`src/ngps_pkg.sv`:
```
// ============================================================================
// ngps_pkg: shared types and constants for the nearest grid point search
// ----------------------------------------------------------------------------
// Command codes, register map, field widths, and the command and status
// bundles that pass between the controller and the datapath.
// ============================================================================
`timescale 1ns / 1ps
`default_nettype none

package ngps_pkg;

    // Field widths of the input and result beats.
    localparam int CMD_W   = 2;
    localparam int COORD_W = 32;
    localparam int ROW_W   = 6;
    localparam int COL_W   = 6;
    localparam int TIME_W  = 10;
    localparam int DIST_W  = 63;

    // Configuration register widths.
    localparam int ROWS_W  = 7;
    localparam int COLS_W  = 7;
    localparam int INTV_W  = 16;
    localparam int SAMP_W  = 11;

    // APB port geometry.
    localparam int PADDR_W = 4;
    localparam int PDATA_W = 32;

    // Command codes carried by the cmd field.
    localparam logic [CMD_W-1:0] CMD_LOAD  = 2'd0;
    localparam logic [CMD_W-1:0] CMD_QUERY = 2'd1;
    localparam logic [CMD_W-1:0] CMD_CLEAR = 2'd2;

    // Register indexes (word address paddr[3:2]).
    localparam logic [1:0] REG_ROWS     = 2'd0;
    localparam logic [1:0] REG_COLS     = 2'd1;
    localparam logic [1:0] REG_INTERVAL = 2'd2;
    localparam logic [1:0] REG_SAMPLES  = 2'd3;

    // Register reset values.
    localparam logic [ROWS_W-1:0] ROWS_RESET     = 7'd64;
    localparam logic [COLS_W-1:0] COLS_RESET     = 7'd64;
    localparam logic [INTV_W-1:0] INTERVAL_RESET = 16'd4000;
    localparam logic [SAMP_W-1:0] SAMPLES_RESET  = 11'd1024;

    // Time divider: numerator is 2*t + d, divisor is 2*d.
    localparam int DIV_NUM_W = COORD_W + 1;
    localparam int DIV_DEN_W = INTV_W + 1;
    localparam int DIV_CNT_W = 6;

    // Raw register contents as seen by the datapath.
    typedef struct packed {
        logic [ROWS_W-1:0] rows;
        logic [COLS_W-1:0] cols;
        logic [INTV_W-1:0] interval;
        logic [SAMP_W-1:0] samples;
    } ngps_cfg_t;

    // Commands from the controller to the datapath.
    typedef struct packed {
        logic load_en;
        logic clear_en;
        logic query_start;
        logic result_load;
    } ngps_cmd_t;

    // Status from the datapath to the controller.
    typedef struct packed {
        logic scan_busy;
        logic div_busy;
        logic out_free;
    } ngps_stat_t;

endpackage

`default_nettype wire

```
`src/ngps_regs.sv`:
```
// ============================================================================
// ngps_regs: APB configuration registers
// ----------------------------------------------------------------------------
// Holds the four configuration registers. Writes complete in the access
// phase; pready is tied high and reads return the stored value.
// ============================================================================
`timescale 1ns / 1ps
`default_nettype none

module ngps_regs (
    input  wire logic                          clk,
    input  wire logic                          rst_n,
    input  wire logic                          psel,
    input  wire logic                          penable,
    input  wire logic                          pwrite,
    input  wire logic [ngps_pkg::PADDR_W-1:0]  paddr,
    input  wire logic [ngps_pkg::PDATA_W-1:0]  pwdata,
    output logic      [ngps_pkg::PDATA_W-1:0]  prdata,
    output logic                               pready,
    output ngps_pkg::ngps_cfg_t                cfg
);

    logic [ngps_pkg::ROWS_W-1:0] rows_reg;
    logic [ngps_pkg::COLS_W-1:0] cols_reg;
    logic [ngps_pkg::INTV_W-1:0] interval_reg;
    logic [ngps_pkg::SAMP_W-1:0] samples_reg;
    logic                        wr_en;
    logic [1:0]                  reg_sel;

    assign pready  = 1'b1;
    assign wr_en   = psel & penable & pwrite;
    assign reg_sel = paddr[3:2];

    // Register file writes.
    always_ff @(posedge clk or negedge rst_n)
    begin
        if (!rst_n)
        begin
            rows_reg     <= ngps_pkg::ROWS_RESET;
            cols_reg     <= ngps_pkg::COLS_RESET;
            interval_reg <= ngps_pkg::INTERVAL_RESET;
            samples_reg  <= ngps_pkg::SAMPLES_RESET;
        end
        else if (wr_en)
        begin
            case (reg_sel)
                ngps_pkg::REG_ROWS:     rows_reg     <= pwdata[ngps_pkg::ROWS_W-1:0];
                ngps_pkg::REG_COLS:     cols_reg     <= pwdata[ngps_pkg::COLS_W-1:0];
                ngps_pkg::REG_INTERVAL: interval_reg <= pwdata[ngps_pkg::INTV_W-1:0];
                ngps_pkg::REG_SAMPLES:  samples_reg  <= pwdata[ngps_pkg::SAMP_W-1:0];
                default:                ;
            endcase
        end
    end

    // Read-back mux.
    always_comb
    begin
        case (reg_sel)
            ngps_pkg::REG_ROWS:     prdata = ngps_pkg::PDATA_W'(rows_reg);
            ngps_pkg::REG_COLS:     prdata = ngps_pkg::PDATA_W'(cols_reg);
            ngps_pkg::REG_INTERVAL: prdata = ngps_pkg::PDATA_W'(interval_reg);
            ngps_pkg::REG_SAMPLES:  prdata = ngps_pkg::PDATA_W'(samples_reg);
            default:                prdata = '0;
        endcase
    end

    assign cfg.rows     = rows_reg;
    assign cfg.cols     = cols_reg;
    assign cfg.interval = interval_reg;
    assign cfg.samples  = samples_reg;

endmodule

`default_nettype wire

```
`config.mk`:
```
export PLATFORM = sky130hd
export DESIGN_NAME = ngps_regs
export DESIGN_NICKNAME = d
export VERILOG_FILES = /design/src/ngps_pkg.sv /design/src/ngps_regs.sv
export SDC_FILE = /design/constraint.sdc
export NUM_CORES = 1
export LEC_CHECK = 0
export BUFFER_PORTS_ARGS = -buffer_cell sky130_fd_sc_hd__buf_2
export CAP_MARGIN = 5
export CORE_AREA = 10 10 77 79
export DETAILED_ROUTE_END_ITERATION = 7
export DIE_AREA = 0 0 87 89
export PLACE_DENSITY = 0.83
export REMOVE_ABC_BUFFERS = 1
export SYNTH_ARGS = -nofsm -noshare
export SYNTH_HDL_FRONTEND = slang
export SYNTH_SLANG_ARGS = --single-unit
```
`constraint.sdc`:
```
create_clock -name clk -period 1.62 [get_ports clk]
set_clock_uncertainty 0.1 [all_clocks]
set_input_delay 0.081 -clock clk [delete_from_list [all_inputs] [get_ports clk]]
set_output_delay 0.081 -clock clk [all_outputs]
set_load 0.1 [all_outputs]
```
* After elaboration in Yosys (flattened, before gate mapping) *
Cells that the tools add are included.

operators by class
  reduce and logical (&&, ||, !) cells = 5
  bitwise logic cells = 2
  muxes and demuxes = 1
  eq/ne operators = 3

operators by type and width
  operator            count
  $pmux 32 s4         1
  $reduce_and 2->1    4
  $eq 2x2->1 const B  2
  $and 1x1->1         2
  $eq 2x1->1 const B  1
  $logic_not 2->1     1

word-level totals
  output and inout port bits = 74
  logic and storage cells = 15
  bits of input ports = 41
  register bits = 41

* Logic depth before layout (Yosys ltp) *
  word-level depth = 3
  gate-level depth with buffers = 5
  mapped depth without buffers = 3

* Worst setup path before layout *
OpenSTA, ideal clock, no wires.

  path type = reg-to-output
  from = register samples_reg[7] (netlist bit)
  to = output port prdata[7] (netlist bit)
  setup slack = -1.009 ns
  stages on the path, launching flop included = 3
  required time = 1.439 ns
  path buffers = 0
  arrival = 2.448 ns
  cell sequence = dfrtp_1 -> mux2i_1 -> nor2b_1

between the ends
  word-level cells in the longest chain between the ends = 1

ends and longest elaborated chain
  item                    line             text
  start, declared         ngps_regs.sv:26  logic [ngps_pkg::SAMP_W-1:0] samples_reg;
  start signal, assigned  ngps_regs.sv:42  samples_reg <= ngps_pkg::SAMPLES_RESET;
  start signal, assigned  ngps_regs.sv:50  ngps_pkg::REG_SAMPLES: samples_reg <= pwdata[ngps_pkg::SAMP_W-1:0];
  $pmux 32 s4             ngps_regs.sv:59  case (reg_sel)
  end, declared           ngps_regs.sv:18  output logic [ngps_pkg::PDATA_W-1:0] prdata,

No other way between the ends. The select of a mux whose other input is x is not followed.

* Final worst setup path *
  from = register samples_reg[6] (netlist bit)
  to = output port prdata[6] (netlist bit)

Same word-level chain as after synthesis.

==> results.yml <==
outcome:
  status: "complete, no violations"
global_routing:
  grt_pass1_wl_um: 8910
  grt_pass1_vias: 1644
  grt_max_degree: 40
  antenna_found_initial: 0
  overflow: 0
  grt_use_total_pct: 14.9
floorplan:
  rows: 25
  die_h_um: 89
  die-area_um2: 7740
  core_area_um2: 4540
  start_util_pct: 44.6
  die_w_um: 87
  ioPinCount: 115
timing:
  fin_setup_tns_ns: 0
  fin_crit_sh_pct: 98.0
  hold_viol: 0
  max_slew_margin_pct: 65.5
  rsz0062_at_grt: "yes"
  clock.fmax_ghz: 0.630
  drv_slew: 0
  period_needed_ns: 1.59
  worst_slew_pin_slew_ns: 0.518
  whs_ns: 0.0246
  finalSetupViolCount: 0
clock_tree:
  cts_tree: "yes"
  clk_latency_ns: 0.29
  clock-root-buffer: "clkbuf_8"
  clk_path_buf_depth: 2
  h-tree-depth: 2
  numClockSinks: 41
  clk_pin_slew_ns: 0.07
  numCtsBuffers: 5
setup_path:
  rrSetupSlack_ns: 0.74
  r2r-start: "samples_reg[3]$_DFFE_PN0P_"
  startpoint_type: "register"
  cp_max_fo: 3
  worstSetupPathType: "register to primary output"
  ff2ff_path_depth: 1
  worst-endpoint-arrival_ns: 1.41
  cp.required_ns: 1.44
  r2r-end: "samples_reg[3]$_DFFE_PN0P_"
  endpoint_kind: "primary output"
yosys:
  yosysTopAreaCell: "dfrtp_1"
  ys_async_sr_fraction_pct: 100
  synth.most_common_cell: "mux2_2"
  ys.flop_type: "dfrtp_1"
  synth_common_cells: "mux2_2 (34), dfrtp_1 (32), buf_4 (18)"
  synth_edf_count: 0
  synth_area_leaders: "dfrtp_1 (40%), mux2_2 (19%), dfstp_2 (12%)"
  avgSynthCellArea_um2: 15.0
  synth_top_area_share_pct: 39.6
  netlist_instances: 135
  yosys_register_bits: 41
  ys_types: 20
  ys_warn_count: 0
  seq_area_frac_synth_pct: 51.2
  syn_area_um2: 2020
detailed_routing:
  wl_um: 5680
  vias_per_cell: 4.87
  antenna_left: 0
  post-route-drc-count: 0
  drt_iter0_drc: 62
  routedWlPerCell_um: 19.2
  dr_total_vias: 1437
  drt-pass1-iter-count: 4
power:
  internal-power_mw: 2.34
  p_per_area_nw_per_um2: 1970
  switching_power_mw: 3.37
  switching_share_pct: 59.0
  clock_power_share_pct: 12.0
  peakVddDrop_uv: 1300
  comb_power_share_pct: 62.2
  totalPowerFinal_mw: 5.71
  seqPwrFrac_pct: 25.8
  p_leak_nw: 1.41
flow_run:
  drv_cap: 0
cells_and_area:
  fin_nets: 281
  syn2layout_area_growth_pct: 43.6
  drive_above_1_share_pct: 64.7
  largest_register_ffs: 16
  diodes: 0
  fin_area_um2: 2910
  fill_cells: 337
place:
  io_buffers: 79
  place_area_um2: 2610
  gp_congestion: 0.710
  dp_hpwl_um: 4280
hold_path:
  hold_path_class: "primary input to async pin"
-- final cells by class --
| class | count | area [µm²] | share of cell area (%) |
|---|---|---|---|
| sequential | 41 | 1040 | 35.7 |
| multi-input combinational | 85 | 867 | 29.8 |
| timing repair buffer | 107 | 845 | 29.1 |
| clock buffer | 8 | 90.1 | 3.10 |
| tap | 54 | 67.6 | 2.32 |
-- per-layer routing --
layer / GRT usage, % / part of all wire [%]
met4: 4.57 / 0.65
met2: 24.5 / 47
met3: 8.84 / 14
met5: 0 / 0
met1: 15.8 / 38
-- through the flow --
stage / instances / util, % / setup WS (ns)
floorplan: 126 / - / -1.01
global placement: 270 / 57.5 / 0.0681
detailed placement: 270 / 57.5 / 0.0622
CTS: 295 / 63.7 / 0.000885
global route: 295 / 64.1 / -0.00481
finish: 295 / 64.1 / 0.0328
-- layout by cell type, fill, tap and decap left out --
cell and count:
nand2_1 1, dlygate4sd3_1 17, nor2b_1 5, nor3b_4 1
and2_1 5, clkbuf_1 2, nor2_1 1, dfrtp_1 32
nor3_2 1, buf_2 63, clkbuf_8 6, conb_1 17
mux2i_1 4, nand3_2 1, buf_4 11, or3b_1 1
mux2_4 7, buf_6 5, dfstp_2 9, mux4_2 7
buf_12 11, mux2_2 34
-- worst max-delay path by stage --
stage | startpoint | endpoint
after CTS | samples_reg[3]$_DFFE_PN0P_ | prdata[3]
after global routing | samples_reg[3]$_DFFE_PN0P_ | prdata[3]
after floorplan | samples_reg[7]$_DFFE_PN0P_ | prdata[7]
after detailed placement | psel | cols_reg[5]$_DFFE_PN0P_
final | samples_reg[6]$_DFFE_PN0P_ | prdata[6]
after global placement | pwrite | cols_reg[4]$_DFFE_PN0P_
-- cell families after synthesis --
kind of cell	count (synthesis)	synth area share (%)
other	2	0.371
flip-flops	41	51.2
buffers and inverters	24	8.71
multiplexers	52	33.9
AND/OR/NAND/NOR	16	5.81
-- critical path, stage by stage (launching register included) --
cell	delay, ns
dfrtp_1	0.39
mux4_2	0.48
buf_4	0.25
-- power groups by stage --
stage               Clock (mW)  Sequential [mW]  Combinational (mW)
floorplan                    0             3.25                1.10
global placement             0             1.47                3.44
detailed placement           0             1.50                3.47
CTS                      0.704             1.48                3.54
global route             0.758             1.52                3.64
finish                   0.683             1.48                3.55
-- repair_timing --
item,CTS,global route
gates resized for setup,7,5
hold buffers,17,0
setup buffers,0,0
pin swaps,0,0
setup endpoints to repair,7,5
endpoints found under the hold margin,82,0
Power figures use the tool's default switching activity.
