===== config.mk =====
export PLATFORM = sky130hd
export DESIGN_NAME = ngps_ctrl
export DESIGN_NICKNAME = d
export VERILOG_FILES = /design/src/ngps_pkg.sv /design/src/ngps_ctrl.sv
export SDC_FILE = /design/constraint.sdc
export NUM_CORES = 1
export LEC_CHECK = 0
export BUFFER_PORTS_ARGS = -buffer_cell sky130_fd_sc_hd__buf_2
export CAP_MARGIN = 20
export CORE_AREA = 2 2 39 41
export CTS_CLUSTER_SIZE = 25
export DETAILED_ROUTE_END_ITERATION = 8
export DIE_AREA = 0 0 41 43
export PLACE_DENSITY = 0.45
export SYNTH_ARGS = -nofsm -noshare
export SYNTH_HDL_FRONTEND = slang
export SYNTH_SLANG_ARGS = --single-unit

===== constraint.sdc =====
create_clock -name clk -period 2.7 [get_ports clk]
set_clock_uncertainty 0.1 [all_clocks]
set_input_delay 0.54 -clock clk [delete_from_list [all_inputs] [get_ports clk]]
set_output_delay 0.54 -clock clk [all_outputs]
set_load 0.05 [all_outputs]

===== src/ngps_pkg.sv =====
// ============================================================================
// ngps_pkg: shared types and constants for the nearest grid point search
// ----------------------------------------------------------------------------
// Command codes, register map, field widths, and the command and status
// bundles that pass between the controller and the datapath.
// ============================================================================
`timescale 1ns / 1ps
`default_nettype none

package ngps_pkg;

    // Field widths of the input and result beats.
    localparam int CMD_W   = 2;
    localparam int COORD_W = 32;
    localparam int ROW_W   = 6;
    localparam int COL_W   = 6;
    localparam int TIME_W  = 10;
    localparam int DIST_W  = 63;

    // Configuration register widths.
    localparam int ROWS_W  = 7;
    localparam int COLS_W  = 7;
    localparam int INTV_W  = 16;
    localparam int SAMP_W  = 11;

    // APB port geometry.
    localparam int PADDR_W = 4;
    localparam int PDATA_W = 32;

    // Command codes carried by the cmd field.
    localparam logic [CMD_W-1:0] CMD_LOAD  = 2'd0;
    localparam logic [CMD_W-1:0] CMD_QUERY = 2'd1;
    localparam logic [CMD_W-1:0] CMD_CLEAR = 2'd2;

    // Register indexes (word address paddr[3:2]).
    localparam logic [1:0] REG_ROWS     = 2'd0;
    localparam logic [1:0] REG_COLS     = 2'd1;
    localparam logic [1:0] REG_INTERVAL = 2'd2;
    localparam logic [1:0] REG_SAMPLES  = 2'd3;

    // Register reset values.
    localparam logic [ROWS_W-1:0] ROWS_RESET     = 7'd64;
    localparam logic [COLS_W-1:0] COLS_RESET     = 7'd64;
    localparam logic [INTV_W-1:0] INTERVAL_RESET = 16'd4000;
    localparam logic [SAMP_W-1:0] SAMPLES_RESET  = 11'd1024;

    // Time divider: numerator is 2*t + d, divisor is 2*d.
    localparam int DIV_NUM_W = COORD_W + 1;
    localparam int DIV_DEN_W = INTV_W + 1;
    localparam int DIV_CNT_W = 6;

    // Raw register contents as seen by the datapath.
    typedef struct packed {
        logic [ROWS_W-1:0] rows;
        logic [COLS_W-1:0] cols;
        logic [INTV_W-1:0] interval;
        logic [SAMP_W-1:0] samples;
    } ngps_cfg_t;

    // Commands from the controller to the datapath.
    typedef struct packed {
        logic load_en;
        logic clear_en;
        logic query_start;
        logic result_load;
    } ngps_cmd_t;

    // Status from the datapath to the controller.
    typedef struct packed {
        logic scan_busy;
        logic div_busy;
        logic out_free;
    } ngps_stat_t;

endpackage

`default_nettype wire


===== src/ngps_ctrl.sv =====
// ============================================================================
// ngps_ctrl: command sequencer
// ----------------------------------------------------------------------------
// Accepts input beats, decodes the command, runs a query until the scan and
// the time divider have both finished, then hands the result to the output
// register once it is free.
// ============================================================================
`timescale 1ns / 1ps
`default_nettype none

module ngps_ctrl (
    input  wire logic                         clk,
    input  wire logic                         rst_n,
    input  wire logic                         in_valid,
    output logic                              in_ready,
    input  wire logic [ngps_pkg::CMD_W-1:0]   cmd,
    input  ngps_pkg::ngps_stat_t              stat,
    output ngps_pkg::ngps_cmd_t               ctl
);

    typedef enum logic [1:0] {
        ST_IDLE,
        ST_SCAN,
        ST_HOLD
    } state_t;

    state_t state_reg;
    state_t state_next;
    logic   in_ready_reg;
    logic   accept;

    assign in_ready = in_ready_reg;
    assign accept   = in_valid & in_ready_reg;

    // Next state and command decode.
    always_comb
    begin
        state_next = state_reg;
        ctl        = '0;
        case (state_reg)
            ST_IDLE:
            begin
                if (accept)
                begin
                    case (cmd)
                        ngps_pkg::CMD_LOAD:  ctl.load_en  = 1'b1;
                        ngps_pkg::CMD_CLEAR: ctl.clear_en = 1'b1;
                        ngps_pkg::CMD_QUERY:
                        begin
                            ctl.query_start = 1'b1;
                            state_next      = ST_SCAN;
                        end
                        default:             ;
                    endcase
                end
            end
            ST_SCAN:
            begin
                if (!stat.scan_busy && !stat.div_busy)
                begin
                    state_next = ST_HOLD;
                end
            end
            ST_HOLD:
            begin
                if (stat.out_free)
                begin
                    ctl.result_load = 1'b1;
                    state_next      = ST_IDLE;
                end
            end
            default:
            begin
                state_next = ST_IDLE;
            end
        endcase
    end

    // State and registered ready.
    always_ff @(posedge clk or negedge rst_n)
    begin
        if (!rst_n)
        begin
            state_reg    <= ST_IDLE;
            in_ready_reg <= 1'b1;
        end
        else
        begin
            state_reg    <= state_next;
            in_ready_reg <= (state_next == ST_IDLE);
        end
    end

endmodule

`default_nettype wire


Word level (Yosys, flattened, before mapping):

Cells that the tools add are included.

* eq/ne operators: 4
* muxes and demuxes: 12
* bitwise gates (word level): 1
* reductions and logical operators: 6

Operators by type and width (count)
* $mux 2: 4
* $logic_not 2->1: 3
* $mux 3: 2
* $pmux 2 s3: 1
* $mux 1: 5
* $eq 2x1->1 const B: 2
* $eq 2x2->1 const B: 2
* $logic_not 1->1: 2
* $and 1x1->1: 1
* $logic_and 1x1->1: 1

* register bits after elaboration: 3
* input port bits: 8
* output and inout port bits: 5
* logic and storage cells: 25

Depth between registers and ports, before layout:

Gate-level depths: netlist (run 1).

* depth in word-level cells: 5
* depth in mapped cells: 2
* gate-level depth less buffers: 2

Worst setup path after synthesis (run 1):

No wires, ideal clock.

* kind: register to output
* start point: register in_ready_reg (netlist: in_ready)
* end point: output port ctl[2] in the netlist's numbering
* data arrival time: 2.046 ns
* required time: 2.060 ns
* slack: 0.014 ns
* stages on the path, launching flop included: 3
* buffers on the path: 0
* path through: dfstp_2 > nand4bb_4 > nor3b_1

RTL lines
* start: declaration: RTL line ngps_ctrl.sv:29 `logic in_ready_reg;`
* start signal: assignment: RTL line ngps_ctrl.sv:90 `in_ready_reg <= (state_next == ST_IDLE);`
* end: declaration: RTL line ngps_ctrl.sv:18 `output ngps_pkg::ngps_cmd_t ctl`

==> reports/metrics.cfg, run 1 <==
[sta]
tns_ns=0
slew_headroom_pct=83.2
rsz0062_at_grt=false
setup_viol=0
timing.final.crit_share_pct=75.2
slew_violations=0
finalHoldViolCount=0
worst_slew_pin_slew_ns=0.253
setup_slack_ns=0.669
fin_crit_ns=2.03
max_freq_ghz=0.492
hold_slack_ns=0.426

[cells_and_area]
area_growth_pct=65.5
drive_gt1_share_pct=51.5
final_area_um2=294
fillers=154
final_nets=42
num_antenna_cells=0
largest_reg_flops=2

[drt]
drt_wl_total_um=422
drtAntennaViolNets=0
drc_errors=0
avgRoutedWirePerCell_um=8.61
avgViaCountPerCell=3.88
drt_iter0_drc=2
first_pass_iters=4
vias=190

[clocking]
root_buffer=clkbuf_4
clock_path_buffers=2
insertion_delay_ns=0.23
postCtsSetupBuffers=0
cts_tree=done
clock_sinks=3
numCtsBuffers=3
cts-htree-levels=1
path_clk_slew_ns=0.04

[setup_path]
cpPeakStageDelay_ns=0.54
crit_end=ctl[2]
reg2reg_from=in_ready
crit_path_cell_trace=nand4bb_4 -> nor3b_1 -> buf_2
slowest_stage=dfstp_2
endpoint_kind=primary output
r2r_end=in_ready
required_ns=2.06
worstPathMaxFanout=5
setup.worst_path.start=in_ready
critPathLaunchType=flip-flop
rr_worst_depth=2
worstPathArrival_ns=1.39
path_class=reg2out
r2r_slack_ns=1.55

[global_route]
grt_antenna_before_repair=0
grt_pass1_wl_um=641
grt_max_degree=6
grt_pass1_vias=184
grt_overflow=0
grt_util_all_layers_pct=5.71

[floorplan]
num_io_pins=13
start_util_pct=12.8
core_um2=1380
die_w_um=41
num_rows=14
die_area_um2=1760
die_h_um=43

[hold_path]
hold_path.class=in2reg

[outcome]
status=completed

[logic_synthesis]
synth_warnings=0
syn_avg_cell_area_um2=11.1
ys_seq_area_share_pct=43.0
syn_area_um2=178
ys_types=12
synth.ff_latch_count=3
postSynthNetCount=24
synthCells=16

[pwr]
p_total_w=0.000274
leakage_nw=0.138
peakVddDrop_v=0.000158
cellPowerDensity_nw_per_um2=933

[placed_design]
dpl_cell_area_um2=258
dp_hpwl_um=339
port_buffers=12
gp_congestion=0.551
pre_cts_slack_ns=0.795

[flow_run]
maxCapViolations=0

==> area by class of cell <==
| class | instances | area, um2 | share of cell area (%) |
|---|---|---|---|
| multi-input cells | 12 | 97.6 | 33.2 |
| flip-flops and latches | 3 | 76.3 | 26.0 |
| repair buffers | 13 | 70.1 | 23.8 |
| clock buffers | 4 | 26.3 | 8.94 |
| well taps | 16 | 20.0 | 6.81 |
| inverters | 1 | 3.75 | 1.28 |
==> cells by family after synthesis <==
group | Yosys count | synth area share, %
buf+inv | 1 | 2.11
flops | 3 | 43.0
compound gates | 3 | 14.8
simple gates | 9 | 40.1
==> metal layers <==
layer  part of all wire (%)  global-route usage (%)  wire length, um  vias to the layer above
met5                      0                       0                0                        -
met4                      0                    4.00                0                        0
met3                    7.1                    4.71               30                        0
met2                     51                    7.50              216                        7
met1                     41                    5.75              174                       89
li1                       -                       -                -                       94
==> through the flow <==
| stage | instances | utilization [%] |
|---|---|---|
| 2_1_floorplan | 16 | - |
| 3_3_place_gp | 44 | 18.6 |
| 3_5_place_dp | 44 | 18.6 |
| 4_1_cts | 49 | 21.2 |
| 5_1_grt | 49 | 21.2 |
| 6_report | 49 | 21.2 |
==> power by group <==
| group | switching, W | internal (W) |
|---|---|---|
| clock network | 0.0000219 | 0.0000553 |
| registers | 0.0000127 | 0.0000655 |
| logic | 0.0000753 | 0.0000437 |
==> what timing repair did <==
item | in CTS | in global routing
hold buffers | 1 | 0
endpoints found under the setup margin | 0 | 0
hold endpoints to repair | 2 | 0
gates resized for setup | 0 | 0
==> synthesized netlist by cell type <==
library cell	count	area share, %
o221a_1	1	6.3
nand2b_1	2	7.0
o22ai_1	1	3.5
dfrtp_1	2	28
or2b_1	1	4.2
dfstp_2	1	15
nor2_1	3	6.3
nor3b_1	1	4.2
nor3_1	1	2.8
nand4bb_4	1	15
o32ai_1	1	4.9
inv_1	1	2.1
==> layout by cell type (no fill, tap or decap) <==
cell           netlist  final
inv_1                1      1
or2b_1               1      1
dfstp_2              1      1
nand4bb_4            1      1
nand2b_1             2      2
o221a_1              1      1
dfrtp_1              2      2
nor3_1               1      1
clkbuf_4             0      3
buf_2                0     12
nor3b_1              1      1
o22ai_1              1      1
clkbuf_1             0      1
o32ai_1              1      1
nor2_1               3      3
dlygate4sd3_1        0      1
==> worst min-delay path by stage <==
stage	startpoint	end	cells past startpoint
6_report	stat[2]	state_reg[1]	2
5_1_grt	stat[2]	state_reg[1]	2
2_1_floorplan	rst_n	state_reg[0]	0
4_1_cts	stat[2]	state_reg[1]	2
3_3_place_gp	rst_n	state_reg[0]	1
3_5_place_dp	rst_n	state_reg[0]	1
==> worst max-delay path: cells and delay by family, from the launching register on <==
kind / cells / cell delay, ns
simple gates: 2 / 0.34
buf+inv: 1 / 0.28
flops: 1 / 0.54
Power figures use the tool's default switching activity.
==> inputs of run 2 (changes only) <==
PLACE_DENSITY = 0.46   (was 0.45)
clock period = 1.8 ns   (was 2.7 ns; I/O delays follow)
==> run 2 against run 1 <==
Against the previous run:
- hold slack worse by 0.18 ns
- count of clock-buffer cells in the layout unchanged
- final cell count up 2.0%
- the run now ends with setup timing left
- flip-flop and latch count unchanged
- first-iteration DRC count up 50%
- global-route usage up 1.3 points
- critical path depth unchanged
- die area unchanged
- register-to-register slack worse by 1.1 ns
- highest routed layer is now met4
==> reports/metrics.cfg, run 2 (synthesized netlist as in run 1, its figures left out) <==
[drt]
vias=182
drt_iter0_drc=3
avgRoutedWirePerCell_um=9.42
drc_errors=0
drtAntennaViolNets=0
drt_wl_total_um=471
first_pass_iters=4
avgViaCountPerCell=3.64

[floorplan]
num_io_pins=13
num_rows=14
die_h_um=43
start_util_pct=12.8
die_area_um2=1760
core_um2=1380
die_w_um=41

[sta]
fin_crit_ns=1.80
timing.final.crit_share_pct=100
rsz0062_at_grt=true
slew_violations=0
max_freq_ghz=0.555
setup_viol=1
worst_slew_pin_slew_ns=0.248
finalHoldViolCount=0
slew_headroom_pct=83.6
setup_slack_ns=-0.00163

[pwr]
cellPowerDensity_nw_per_um2=1310
clkPwrFrac_pct=26.0
pwr-share-comb_pct=48.5
switching_power_w=0.000184
seqPwrFrac_pct=25.5
leakage_nw=0.154
switching_share_pct=40.6
p_int_w=0.000269
peakVddDrop_v=0.000280

[cells_and_area]
final_area_um2=345
num_antenna_cells=0
layout_common_cells=buf_2 (9), clkbuf_4 (3), buf_6 (3)
drive_gt1_share_pct=61.8
fillers=145
final_nets=43
largest_reg_flops=2
area_growth_pct=94.4
multi_input_area_um2=123
fin_cells=50
seq_area_um2=76.3
final_common_cell=buf_2

[setup_path]
rr_worst_depth=3
required_ns=1.34
worstPathArrival_ns=1.34
path_class=reg2out
endpoint_kind=primary output
worstPathMaxFanout=4
r2r_slack_ns=0.47
critPathLaunchType=flip-flop

[clocking]
root_buffer=clkbuf_4
insertion_delay_ns=0.23
path_clk_slew_ns=0.04
cts_tree=done
clock_sinks=3
cts-htree-levels=1
numCtsBuffers=3
clock_path_buffers=2

[placed_design]
port_buffers=12
dpl_cell_area_um2=283
dp_hpwl_um=320
gp_congestion=0.717
dp_cells=44

[global_route]
grt_util_all_layers_pct=7.04
grt_max_degree=6
grt_antenna_before_repair=0
grt_overflow=0
grt_pass1_vias=180
grt_pass1_wl_um=662

[outcome]
status=finished with violations
violations=setup timing

[hold_path]
hold_path.class=in2reg
worstHoldPathCells=2

[flow_run]
maxCapViolations=0

[run 2: worst max-delay path, cell delays in order (launching register included)]
cell and delay, ns:
dfstp_2 0.54, nand4bb_4 0.18, nor3b_4 0.21, buf_6 0.18
[run 2: worst paths after layout]
| kind | startpoint | to |
|---|---|---|
| max in group asynchronous | rst_n | in_ready |
| setup / recovery | in_ready | ctl[2] |
| min in group asynchronous | rst_n | state_reg[0] |
| hold / removal | stat[0] | state_reg[1] |
| setup reg to reg | in_ready | in_ready |
| hold reg to reg | state_reg[0] | in_ready |
[run 2: power by group through the flow]
| stage | sequential, W | clock, W | combinational, W |
|---|---|---|---|
| global route | 0.000119 | 0.000134 | 0.000230 |
| detailed placement | 0.000117 | 0 | 0.000195 |
| finish | 0.000116 | 0.000118 | 0.000220 |
| floorplan | 0.000154 | 0 | 0.000116 |
| CTS | 0.000116 | 0.000124 | 0.000204 |
| global placement | 0.000116 | 0 | 0.000197 |
[run 2: cell type report]
cell class	count	share of cell area (%)
Multi-Input combinational cell	12	35.5
Timing Repair Buffer	14	27.9
Inverter	1	1.09
Tap cell	16	5.80
Sequential cell	3	22.1
Clock buffer	4	7.61
[run 2: routing by layer]
layer	GRT usage (%)	part of all wire (%)	wire (um)
met1	5.48	42	197
met2	8.13	50	237
met3	3.14	3.2	15
met4	14.0	4.0	19
met5	0	0	0
[run 2: what timing repair did]
item | 4_1_cts | 5_1_grt
endpoints found under the setup margin | 3 | 3
hold buffers | 1 | 0
resized for setup | 4 | 2
buffers inserted | 0 | 1
endpoints found under the hold margin | 3 | 0
pin swaps | 1 | 0
[run 2: per-stage QoR]
stage / worst slack, ns / hold slack [ns] / TNS [ns] / util, % / total power, W
3_5_place_dp: 0.136 / 0.0588 / 0 / 20.4 / 0.000312
5_1_grt: -0.0672 / 0.245 / -0.0940 / 25.0 / 0.000483
3_3_place_gp: 0.136 / 0.0611 / 0 / 20.4 / 0.000313
2_1_floorplan: -0.0860 / -0.0356 / -0.117 / - / 0.000271
4_1_cts: -0.0249 / 0.236 / -0.0249 / 23.9 / 0.000444
6_report: -0.00163 / 0.247 / -0.00163 / 25.0 / 0.000454
